<file path="config.mk">
export PLATFORM = sky130hd
export DESIGN_NAME = keyword_token_lexer_unit
export DESIGN_NICKNAME = d
export VERILOG_FILES = /design/src/rtl/ktl_pkg.sv /design/src/rtl/keyword_token_lexer_unit.sv
export SDC_FILE = /design/constraint.sdc
export NUM_CORES = 1
export LEC_CHECK = 0
export BUFFER_PORTS_ARGS = -buffer_cell sky130_fd_sc_hd__buf_4
export CAP_MARGIN = 20
export CORE_ASPECT_RATIO = 0.9
export CORE_MARGIN = 5
export CORE_UTILIZATION = 45
export CTS_CLUSTER_SIZE = 40
export DETAILED_ROUTE_END_ITERATION = 10
export PLACE_DENSITY_LB_ADDON = 0.25
export REMOVE_ABC_BUFFERS = 1
export SYNTH_ARGS = -nofsm -noshare
export SYNTH_HDL_FRONTEND = slang
export SYNTH_SLANG_ARGS = --single-unit
</file>
<file path="constraint.sdc">
create_clock -name clock -period 4.9 [get_ports clock]
set_input_delay 0.245 -clock clock [delete_from_list [all_inputs] [get_ports clock]]
set_output_delay 0.245 -clock clock [all_outputs]
set_load 0.05 [all_outputs]
</file>
<file path="src/rtl/ktl_pkg.sv">
// Shared types, constants and decode functions for the keyword token lexer.
// Used by keyword_token_lexer_unit; depends on nothing else.

package ktl_pkg;

   localparam int POSITION_BITS = 16;
   localparam int LENGTH_BITS   = 8;
   localparam int KIND_BITS     = 5;
   localparam int FAULT_BITS    = 2;
   localparam int CHAR_BITS     = 8;
   localparam int WORD_CHARS    = 6;
   localparam int LETTERS_BITS  = WORD_CHARS * CHAR_BITS;
   localparam int KEYWORD_COUNT = 7;
   localparam int FIFO_DEPTH    = 4;
   localparam int FIFO_PTR_BITS = $clog2(FIFO_DEPTH);
   localparam int FIFO_CNT_BITS = $clog2(FIFO_DEPTH + 1);

   typedef enum logic [1:0] {
      MODE_IDLE,
      MODE_WORD,
      MODE_NUMBER,
      MODE_ERROR
   } scan_mode_type;

   typedef enum logic [FAULT_BITS-1:0] {
      FAULT_NONE       = 2'd0,
      FAULT_INVALID    = 2'd1,
      FAULT_FRACTIONAL = 2'd2
   } fault_type;

   localparam logic [KIND_BITS-1:0] KIND_LBRACE  = 5'd7;
   localparam logic [KIND_BITS-1:0] KIND_RBRACE  = 5'd8;
   localparam logic [KIND_BITS-1:0] KIND_LPAREN  = 5'd9;
   localparam logic [KIND_BITS-1:0] KIND_RPAREN  = 5'd10;
   localparam logic [KIND_BITS-1:0] KIND_PLUS    = 5'd11;
   localparam logic [KIND_BITS-1:0] KIND_MINUS   = 5'd12;
   localparam logic [KIND_BITS-1:0] KIND_STAR    = 5'd13;
   localparam logic [KIND_BITS-1:0] KIND_LESS    = 5'd14;
   localparam logic [KIND_BITS-1:0] KIND_GREATER = 5'd15;
   localparam logic [KIND_BITS-1:0] KIND_EQUAL   = 5'd16;
   localparam logic [KIND_BITS-1:0] KIND_NEWLINE = 5'd17;
   localparam logic [KIND_BITS-1:0] KIND_IDENT   = 5'd18;
   localparam logic [KIND_BITS-1:0] KIND_NUMBER  = 5'd19;
   localparam logic [KIND_BITS-1:0] KIND_NONE    = 5'd0;

   localparam logic [CHAR_BITS-1:0] CHAR_LOWER_A = 8'h61;
   localparam logic [CHAR_BITS-1:0] CHAR_LOWER_Z = 8'h7A;
   localparam logic [CHAR_BITS-1:0] CHAR_ZERO    = 8'h30;
   localparam logic [CHAR_BITS-1:0] CHAR_NINE    = 8'h39;
   localparam logic [CHAR_BITS-1:0] CHAR_DOT     = 8'h2E;
   localparam logic [CHAR_BITS-1:0] CHAR_SPACE   = 8'h20;
   localparam logic [CHAR_BITS-1:0] CHAR_TAB     = 8'h09;

   // Keywords with the first letter in the most significant used byte.
   localparam logic [LETTERS_BITS-1:0] KEYWORD_CODE [KEYWORD_COUNT] = '{
      48'h0000_0073_6574,  // set
      48'h0000_0000_6966,  // if
      48'h0000_656C_7365,  // else
      48'h0000_0000_646F,  // do
      48'h0075_6E74_696C,  // until
      48'h0000_0064_6566,  // def
      48'h7265_7475_726E   // return
   };

   // One result item; the first field sits in the highest bits.
   typedef struct packed {
      logic                  pad;
      logic [FAULT_BITS-1:0] fault;
      logic [LENGTH_BITS-1:0] length;
      logic [POSITION_BITS-1:0] start;
      logic [KIND_BITS-1:0]  kind;
   } rsp_item_type;

   typedef struct packed {
      logic                 hit;
      logic [KIND_BITS-1:0] kind;
   } single_kind_type;

   function automatic logic [KIND_BITS-1:0] keyword_kind(
      input logic [LETTERS_BITS-1:0] letters,
      input logic                    too_long
   );
      logic [KIND_BITS-1:0] kind;
      kind = KIND_IDENT;
      for (int i = 0; i < KEYWORD_COUNT; i++) begin
         if (letters == KEYWORD_CODE[i]) begin
            kind = i[KIND_BITS-1:0];
         end
      end
      if (too_long) begin
         kind = KIND_IDENT;
      end
      return kind;
   endfunction

   function automatic single_kind_type single_kind(input logic [CHAR_BITS-1:0] c);
      single_kind_type r;
      r.hit = 1'b1;
      unique case (c)
         8'h7B:   r.kind = KIND_LBRACE;
         8'h7D:   r.kind = KIND_RBRACE;
         8'h28:   r.kind = KIND_LPAREN;
         8'h29:   r.kind = KIND_RPAREN;
         8'h2B:   r.kind = KIND_PLUS;
         8'h2D:   r.kind = KIND_MINUS;
         8'h2A:   r.kind = KIND_STAR;
         8'h3C:   r.kind = KIND_LESS;
         8'h3E:   r.kind = KIND_GREATER;
         8'h3D:   r.kind = KIND_EQUAL;
         8'h0A:   r.kind = KIND_NEWLINE;
         default: begin
            r.hit  = 1'b0;
            r.kind = KIND_NONE;
         end
      endcase
      return r;
   endfunction

endpackage

</file>
<file path="src/rtl/keyword_token_lexer_unit.sv">
// Keyword token lexer: one source byte in per item, tokens out.
// Depends on ktl_pkg (types, keyword table, character decode).
//
// Usage:
//   The req_ channel carries one source byte per item in req_tdata[7:0]; req_tlast
//   set marks the end of the input, which flushes any pending word or number and
//   returns the scanner to idle with position zero (the byte is then ignored).
//   The rsp_ channel carries tokens: kind, start position, length and a fault
//   code in rsp_tdata, and rsp_tlast on the final token caused by one input item.
//   A fault (invalid byte, or '.' after a number) is reported once, after which
//   bytes are dropped until the end marker.
// Flow and throughput:
//   An accepted byte is held in the input register and decoded combinationally against
//   the scanner state while it is held; when it advances, its tokens are written to a
//   four-entry result queue, and the first token is presented from the queue register.
//   One byte is accepted every cycle while at least two queue entries are free; a byte
//   that ends a run and emits its own token produces two tokens, and the queue drains
//   one token per cycle, which sets the rate then.
// Reset and stall:
//   Reset empties the input register and the result queue and clears the scanner.
//   When the receiver stalls, the queue fills and req_tready drops once fewer than
//   two free entries remain; no token is lost or repeated.

module keyword_token_lexer_unit
   import ktl_pkg::*;
(
   input  logic        clock,
   input  logic        reset,
   input  logic        req_tvalid,
   output logic        req_tready,
   input  logic [7:0]  req_tdata,   // [7:0] char_code
   input  logic        req_tlast,   // end_marker
   output logic        rsp_tvalid,
   input  logic        rsp_tready,
   output logic [31:0] rsp_tdata,   // [4:0] token_kind, [20:5] token_start,
                                    // [28:21] token_length, [30:29] fault, [31] zero
   output logic        rsp_tlast    // last_of_run
);

   // Input register
   logic                 in_valid_ff, in_valid_in;
   logic [CHAR_BITS-1:0] in_char_ff;
   logic                 in_end_ff;

   // Scanner state
   scan_mode_type            mode_ff, mode_in;
   logic [POSITION_BITS-1:0] pos_ff, pos_in;
   logic [POSITION_BITS-1:0] run_start_ff, run_start_in;
   logic [LENGTH_BITS-1:0]   run_len_ff, run_len_in;
   logic [LETTERS_BITS-1:0]  letters_ff, letters_in;
   logic                     too_long_ff, too_long_in;

   // Result queue
   rsp_item_type             q_data_ff [FIFO_DEPTH];
   logic                     q_last_ff [FIFO_DEPTH];
   logic [FIFO_PTR_BITS-1:0] wr_ptr_ff, wr_ptr_in;
   logic [FIFO_PTR_BITS-1:0] rd_ptr_ff, rd_ptr_in;
   logic [FIFO_CNT_BITS-1:0] count_ff, count_in;

   logic            advance, pop;
   logic            is_letter, is_digit, is_dot, is_blank;
   logic            extend_word, extend_num, frac_fault, flush_hit, fresh;
   single_kind_type single;
   logic            res0_valid, res1_valid, res0_last;
   rsp_item_type    res0, res1, flush_item, own_item;
   logic            own_valid;
   logic            push0, push1;

   // Advance when at least two queue entries are free.
   assign advance    = in_valid_ff && (count_ff <= FIFO_CNT_BITS'(FIFO_DEPTH - 2));
   assign req_tready = !in_valid_ff || advance;
   assign pop        = rsp_tvalid && rsp_tready;

   assign in_valid_in = (req_tvalid && req_tready) || (in_valid_ff && !advance);

   assign is_letter = (in_char_ff >= CHAR_LOWER_A) && (in_char_ff <= CHAR_LOWER_Z);
   assign is_digit  = (in_char_ff >= CHAR_ZERO) && (in_char_ff <= CHAR_NINE);
   assign is_dot    = (in_char_ff == CHAR_DOT);
   assign is_blank  = (in_char_ff == CHAR_SPACE) || (in_char_ff == CHAR_TAB);
   assign single    = single_kind(in_char_ff);

   assign extend_word = !in_end_ff && (mode_ff == MODE_WORD) && is_letter;
   assign extend_num  = !in_end_ff && (mode_ff == MODE_NUMBER) && is_digit;
   assign frac_fault  = !in_end_ff && (mode_ff == MODE_NUMBER) && is_dot;
   // The byte is handled on its own after any pending run has been closed.
   assign fresh       = !in_end_ff && (mode_ff != MODE_ERROR) &&
                        !extend_word && !extend_num && !frac_fault;
   assign flush_hit   = ((mode_ff == MODE_WORD) || (mode_ff == MODE_NUMBER)) &&
                        (in_end_ff || fresh);

   // Next scanner state
   always_comb begin
      mode_in      = mode_ff;
      pos_in       = pos_ff;
      run_start_in = run_start_ff;
      run_len_in   = run_len_ff;
      letters_in   = letters_ff;
      too_long_in  = too_long_ff;
      if (advance) begin
         priority if (in_end_ff) begin
            mode_in      = MODE_IDLE;
            pos_in       = '0;
            run_start_in = '0;
            run_len_in   = '0;
            letters_in   = '0;
            too_long_in  = 1'b0;
         end else if (mode_ff == MODE_ERROR) begin
            mode_in = MODE_ERROR;
         end else if (frac_fault) begin
            mode_in = MODE_ERROR;
         end else begin
            pos_in = pos_ff + 1'b1;
            if (extend_word || extend_num) begin
               if (run_len_ff != '1) begin
                  run_len_in = run_len_ff + 1'b1;
               end
            end
            if (extend_word) begin
               letters_in = {letters_ff[LETTERS_BITS-CHAR_BITS-1:0], in_char_ff};
               if (run_len_in > LENGTH_BITS'(WORD_CHARS)) begin
                  too_long_in = 1'b1;
               end
            end
            if (fresh) begin
               if (is_letter || is_digit) begin
                  mode_in      = is_letter ? MODE_WORD : MODE_NUMBER;
                  run_start_in = pos_ff;
                  run_len_in   = LENGTH_BITS'(1);
                  letters_in   = is_letter ? LETTERS_BITS'(in_char_ff) : '0;
                  too_long_in  = 1'b0;
               end else if (single.hit || is_blank) begin
                  mode_in = MODE_IDLE;
               end else begin
                  mode_in = MODE_ERROR;
                  pos_in  = pos_ff;
               end
            end
         end
      end
   end

   // Result items for the byte in the input register
   always_comb begin
      flush_item.pad    = 1'b0;
      flush_item.fault  = FAULT_NONE;
      flush_item.length = run_len_ff;
      flush_item.start  = run_start_ff;
      flush_item.kind   = (mode_ff == MODE_WORD) ? keyword_kind(letters_ff, too_long_ff)
                                                 : KIND_NUMBER;

      own_item.pad   = 1'b0;
      own_item.start = pos_ff;
      own_valid      = 1'b0;
      if (frac_fault) begin
         own_valid       = 1'b1;
         own_item.fault  = FAULT_FRACTIONAL;
         own_item.length = '0;
         own_item.kind   = KIND_NONE;
      end else if (fresh && single.hit) begin
         own_valid       = 1'b1;
         own_item.fault  = FAULT_NONE;
         own_item.length = LENGTH_BITS'(1);
         own_item.kind   = single.kind;
      end else begin
         own_valid       = fresh && !is_letter && !is_digit && !is_blank;
         own_item.fault  = FAULT_INVALID;
         own_item.length = '0;
         own_item.kind   = KIND_NONE;
      end

      if (flush_hit) begin
         res0_valid = 1'b1;
         res0       = flush_item;
         res1_valid = own_valid;
      end else begin
         res0_valid = own_valid;
         res0       = own_item;
         res1_valid = 1'b0;
      end
      res1      = own_item;
      res0_last = !res1_valid;
   end

   assign push0 = advance && res0_valid;
   assign push1 = advance && res1_valid;

   // Queue pointers
   always_comb begin
      wr_ptr_in = wr_ptr_ff + FIFO_PTR_BITS'(push0) + FIFO_PTR_BITS'(push1);
      rd_ptr_in = rd_ptr_ff + FIFO_PTR_BITS'(pop);
      count_in  = count_ff + FIFO_CNT_BITS'(push0) + FIFO_CNT_BITS'(push1)
                  - FIFO_CNT_BITS'(pop);
   end

   always_ff @(posedge clock) begin
      if (reset) begin
         in_valid_ff  <= 1'b0;
         mode_ff      <= MODE_IDLE;
         pos_ff       <= '0;
         run_start_ff <= '0;
         run_len_ff   <= '0;
         letters_ff   <= '0;
         too_long_ff  <= 1'b0;
         wr_ptr_ff    <= '0;
         rd_ptr_ff    <= '0;
         count_ff     <= '0;
      end else begin
         in_valid_ff  <= in_valid_in;
         mode_ff      <= mode_in;
         pos_ff       <= pos_in;
         run_start_ff <= run_start_in;
         run_len_ff   <= run_len_in;
         letters_ff   <= letters_in;
         too_long_ff  <= too_long_in;
         wr_ptr_ff    <= wr_ptr_in;
         rd_ptr_ff    <= rd_ptr_in;
         count_ff     <= count_in;
      end
   end

   always_ff @(posedge clock) begin
      if (req_tvalid && req_tready) begin
         in_char_ff <= req_tdata;
         in_end_ff  <= req_tlast;
      end
      if (push0) begin
         q_data_ff[wr_ptr_ff] <= res0;
         q_last_ff[wr_ptr_ff] <= res0_last;
      end
      if (push1) begin
         q_data_ff[wr_ptr_ff + 1'b1] <= res1;
         q_last_ff[wr_ptr_ff + 1'b1] <= 1'b1;
      end
   end

   assign rsp_tvalid = (count_ff != '0);
   assign rsp_tdata  = q_data_ff[rd_ptr_ff];
   assign rsp_tlast  = q_last_ff[rd_ptr_ff];

`ifndef ASSERT_OFF
   a_queue_bound: assert property (@(posedge clock) disable iff (reset)
      count_ff <= FIFO_CNT_BITS'(FIFO_DEPTH))
      else $error("result queue count exceeds its depth");

   a_two_needs_flush: assert property (@(posedge clock) disable iff (reset)
      push1 |-> (push0 && ((mode_ff == MODE_WORD) || (mode_ff == MODE_NUMBER))))
      else $error("second token without a pending run");

   a_error_sticks: assert property (@(posedge clock) disable iff (reset)
      (advance && !in_end_ff && (mode_ff == MODE_ERROR)) |=>
         ((mode_ff == MODE_ERROR) && $stable(pos_ff)))
      else $error("error mode left without end marker");

   a_end_clears: assert property (@(posedge clock) disable iff (reset)
      (advance && in_end_ff) |=> ((mode_ff == MODE_IDLE) && (pos_ff == '0)))
      else $error("end marker did not return scanner to idle");
`endif

endmodule
</file>
==> results.py <==
metrics = {
    "final_layout": {
        "syn2layout_area_growth_pct": 12.5,
        "layout-drive-gt1-share_pct": 15.5,
        "layout.nets": 1148,
        "antenna_cells": 0,
    },
    "timing": {
        "finalHoldViolations": 0,
        "fmax_mhz": 258,
        "slew_headroom_pct": 23.0,
        "setup_viol": 0,
        "worstMarginPinSlew_ps": 1140,
        "fin_tns_setup_ps": 0,
        "drv_slew": 0,
        "setup_ws_ps": 1030,
        "finalClockSkew_ps": 11.8,
        "min_period_over_period_pct": 79.1,
        "period_minus_slack_ps": 3870,
        "worst_hold_slack_ps": 68.6,
        "rsz0062_at_grt": "false",
    },
    "clock_network": {
        "cts_tree": "built",
        "cts-root-buf": "clkbuf_16",
        "clock_sinks": 236,
        "postCtsSetupBuffers": 0,
        "clk_path_buf_depth": 3,
        "clk_pin_slew_worst_paths_ps": 60,
        "clock_latency_ps": 540,
        "cts_buffers": 25,
        "h-tree-depth": 1,
    },
    "global_route": {
        "antenna_found_initial": 0,
        "grtUsageMet2_pct": 31.5,
        "grt_pass1_wl_mm": 49.5,
        "grt_overflow": 0,
        "grt_pass1_vias": 8729,
        "grt_max_degree": 69,
        "busiest_layer": "met2",
        "met1_usage_pct": 31.0,
        "use_met3_pct": 3.27,
        "gr-usage-all-layers_pct": 20.5,
    },
    "critical_path": {
        "worstSetupEndpointType": "flip-flop",
        "critPathBufInv": 3,
        "worstSetupPathType": "reg -> reg",
        "cpMostUsedCell": "buf_4",
        "worst_setup_path_start_kind": "flip-flop",
        "crit_path_max_incr_delay_ps": 610,
        "cp.required_ps": 5070,
        "path_max_fanout": 68,
        "cpMaxStageDelayCell": "or4_4",
        "critPathArrivalTime_ps": 4040,
        "path_delay_family": "buffers and inverters",
        "path_cells": "or4_4 -> o2111ai_4 -> nor2_1 -> nor3_4 -> buf_4 -> buf_4 -> a21oi_2 -> inv_2",
    },
    "pwr": {
        "seqPwrFrac_pct": 41.9,
        "power_switching_mw": 1.69,
        "power.density_nw_per_um2": 403,
        "power_leakage_nw": 4.22,
        "p_comb_share_pct": 22.8,
        "internal-power_mw": 3.63,
        "clkPwrFrac_pct": 35.3,
        "ir_drop_mv": 0.219,
        "switching_share_pct": 31.8,
    },
    "place": {
        "post-place-ws_ps": 1020,
        "io_buffers": 46,
        "hpwl_mm": 21.0,
        "gp_congestion": 0.926,
    },
    "floorplan": {
        "initial_utilization_pct": 45.3,
        "fp.dieH_um": 163,
        "coreArea_um2": 25900,
        "row_count": 56,
        "die_w_um": 180,
        "die_area_um2": 29400,
        "ios": 48,
    },
    "flow_run": {
        "max_cap_viol_count": 0,
    },
    "routing": {
        "drt_iter0_markers": 1067,
        "drt_pass1_iterations": 6,
        "wl_per_cell_um": 20.8,
        "vias": 9325,
        "vias_per_cell": 6.25,
        "drt_wl_total_mm": 31.0,
        "drc_errors": 0,
        "ant_nets": 0,
    },
    "synth": {
        "yosysWarnings": 0,
        "async_reset_ff_share_pct": 0,
        "synth.distinct_cells": 88,
        "synth_edf_count": 105,
        "synthFlopType": "dfxtp_1",
        "syn-cell-area_um2": 11700,
        "ys_ff_latch": 236,
        "synthCells": 1118,
        "yosysSeqAreaShare_pct": 49.2,
        "syn_avg_cell_area_um2": 10.5,
    },
    "run_status": {
        "outcome": "finished clean",
    },
    "worst_hold_path": {
        "hp-class": "in -> reg",
    },
}
## cell usage after synthesis, drive strengths merged, types with 4 or more instances
library cell	instances	area (µm²)
or4	11	86.3
o21a	10	75.1
nand2	131	494
dfxtp	131	2620
nand4	13	81.3
nand3	35	180
o32ai	7	68.8
and4	4	35.0
nor2	75	284
a21oi	64	324
nand4bb	4	45.0
a32o	64	641
a21o	5	37.5
o211ai	7	57.6
or3	9	56.3
mux4	32	721
o31ai	6	58.8
xor2	16	140
nand3b	5	37.5
a31oi	6	37.5
a211oi	4	30.0
nand4b	11	96.3
o22ai	8	50.1
buf	24	121
and3	9	56.3
ha	8	100
and2	11	68.8
or2	7	43.8
a22o	45	394
nor2b	4	25.0
o21ai	35	179
o2111ai	6	70.1
a311oi	5	43.8
nand2b	7	43.8
inv	25	93.8
nor3	24	136
edfxtp	105	3150
nor4	18	125
clkbuf	72	270
a2111oi	4	72.6
a22oi	7	57.6
## power by group through the flow
stage / clock, mW / sequential, mW / combinational (mW)
after floorplan: 0 / 2.28 / 0.830
after global routing: 2.00 / 2.24 / 1.29
after global placement: 0 / 2.27 / 1.21
after CTS: 1.92 / 2.23 / 1.23
after detailed placement: 0 / 2.27 / 1.21
final: 1.88 / 2.23 / 1.21
## what timing repair did
item	4_1_cts	5_1_grt
hold buffers	10	0
resized for setup	0	0
hold endpoints to repair	10	0
## placed cells by master, fill, tap and decap left out, drive strengths merged, types with 35 or more instances in the layout
cell type / synthesis / layout
o21ai: 35 / 35
a21oi: 64 / 64
a32o: 64 / 64
nand3: 35 / 35
a22o: 45 / 45
edfxtp: 105 / 105
dfxtp: 131 / 131
buf: 24 / 65
nor2: 75 / 75
nand2: 131 / 131
## per-stage QoR
stage | power (mW) | utilization, % | instances | cell area (µm²)
final | 5.32 | 51.0 | 1491 | 13200
after floorplan | 3.11 | - | 1022 | 11400
after global routing | 5.54 | 51.0 | 1491 | 13200
after global placement | 3.47 | 47.4 | 1434 | 12300
after detailed placement | 3.49 | 47.4 | 1435 | 12300
after CTS | 5.38 | 51.0 | 1491 | 13200
## path summary, 6_finish.rpt
check	slack (ps)	start	end	depth (start not counted)
max	1030	in_char_ff[3]	q_data_ff[1][10]	8
min	70	reset	wr_ptr_ff[0]	2
max reg2reg	1030	in_char_ff[3]	q_data_ff[1][10]	8
min reg2reg	460	letters_ff[40]	letters_ff[40]	2
## layout make-up
class	count	area, µm²
Tap cell	348	435
Timing Repair Buffer	75	588
Fill cell	2358	12700
Clock inverter	14	110
Sequential cell	236	5780
Clock buffer	32	713
Inverter	25	93.8
Multi-Input combinational cell	761	5500
## per-layer routing
| layer | routed length (µm) | vias to the layer above |
|---|---|---|
| li1 | - | 4335 |
| met2 | 13600 | 408 |
| met1 | 14400 | 4530 |
| met4 | 639 | 0 |
| met5 | 0 | - |
| met3 | 2320 | 52 |
## state kept, by name (all words and copies together) (netlist names), 2 cells and up
signal and count:
wr_ptr_ff 2, run_len_ff 8, rd_ptr_ff 2, pos_ff 16, mode_ff 2, count_ff 3
letters_ff 48, run_start_ff 16, in_char_ff 8, q_data_ff 124, q_last_ff 4
## kinds of logic after synthesis
logic type	count (synthesis)	synth area share, %
flops	236	49.2
other cells	1	0.0319
buf+inv	121	4.13
xor+xnor	18	1.34
simple gates	395	17.5
fa+ha+maj	11	1.36
mux	35	6.40
compound gates	301	20.1
Note: power is estimated with default switching activity, not from simulation.
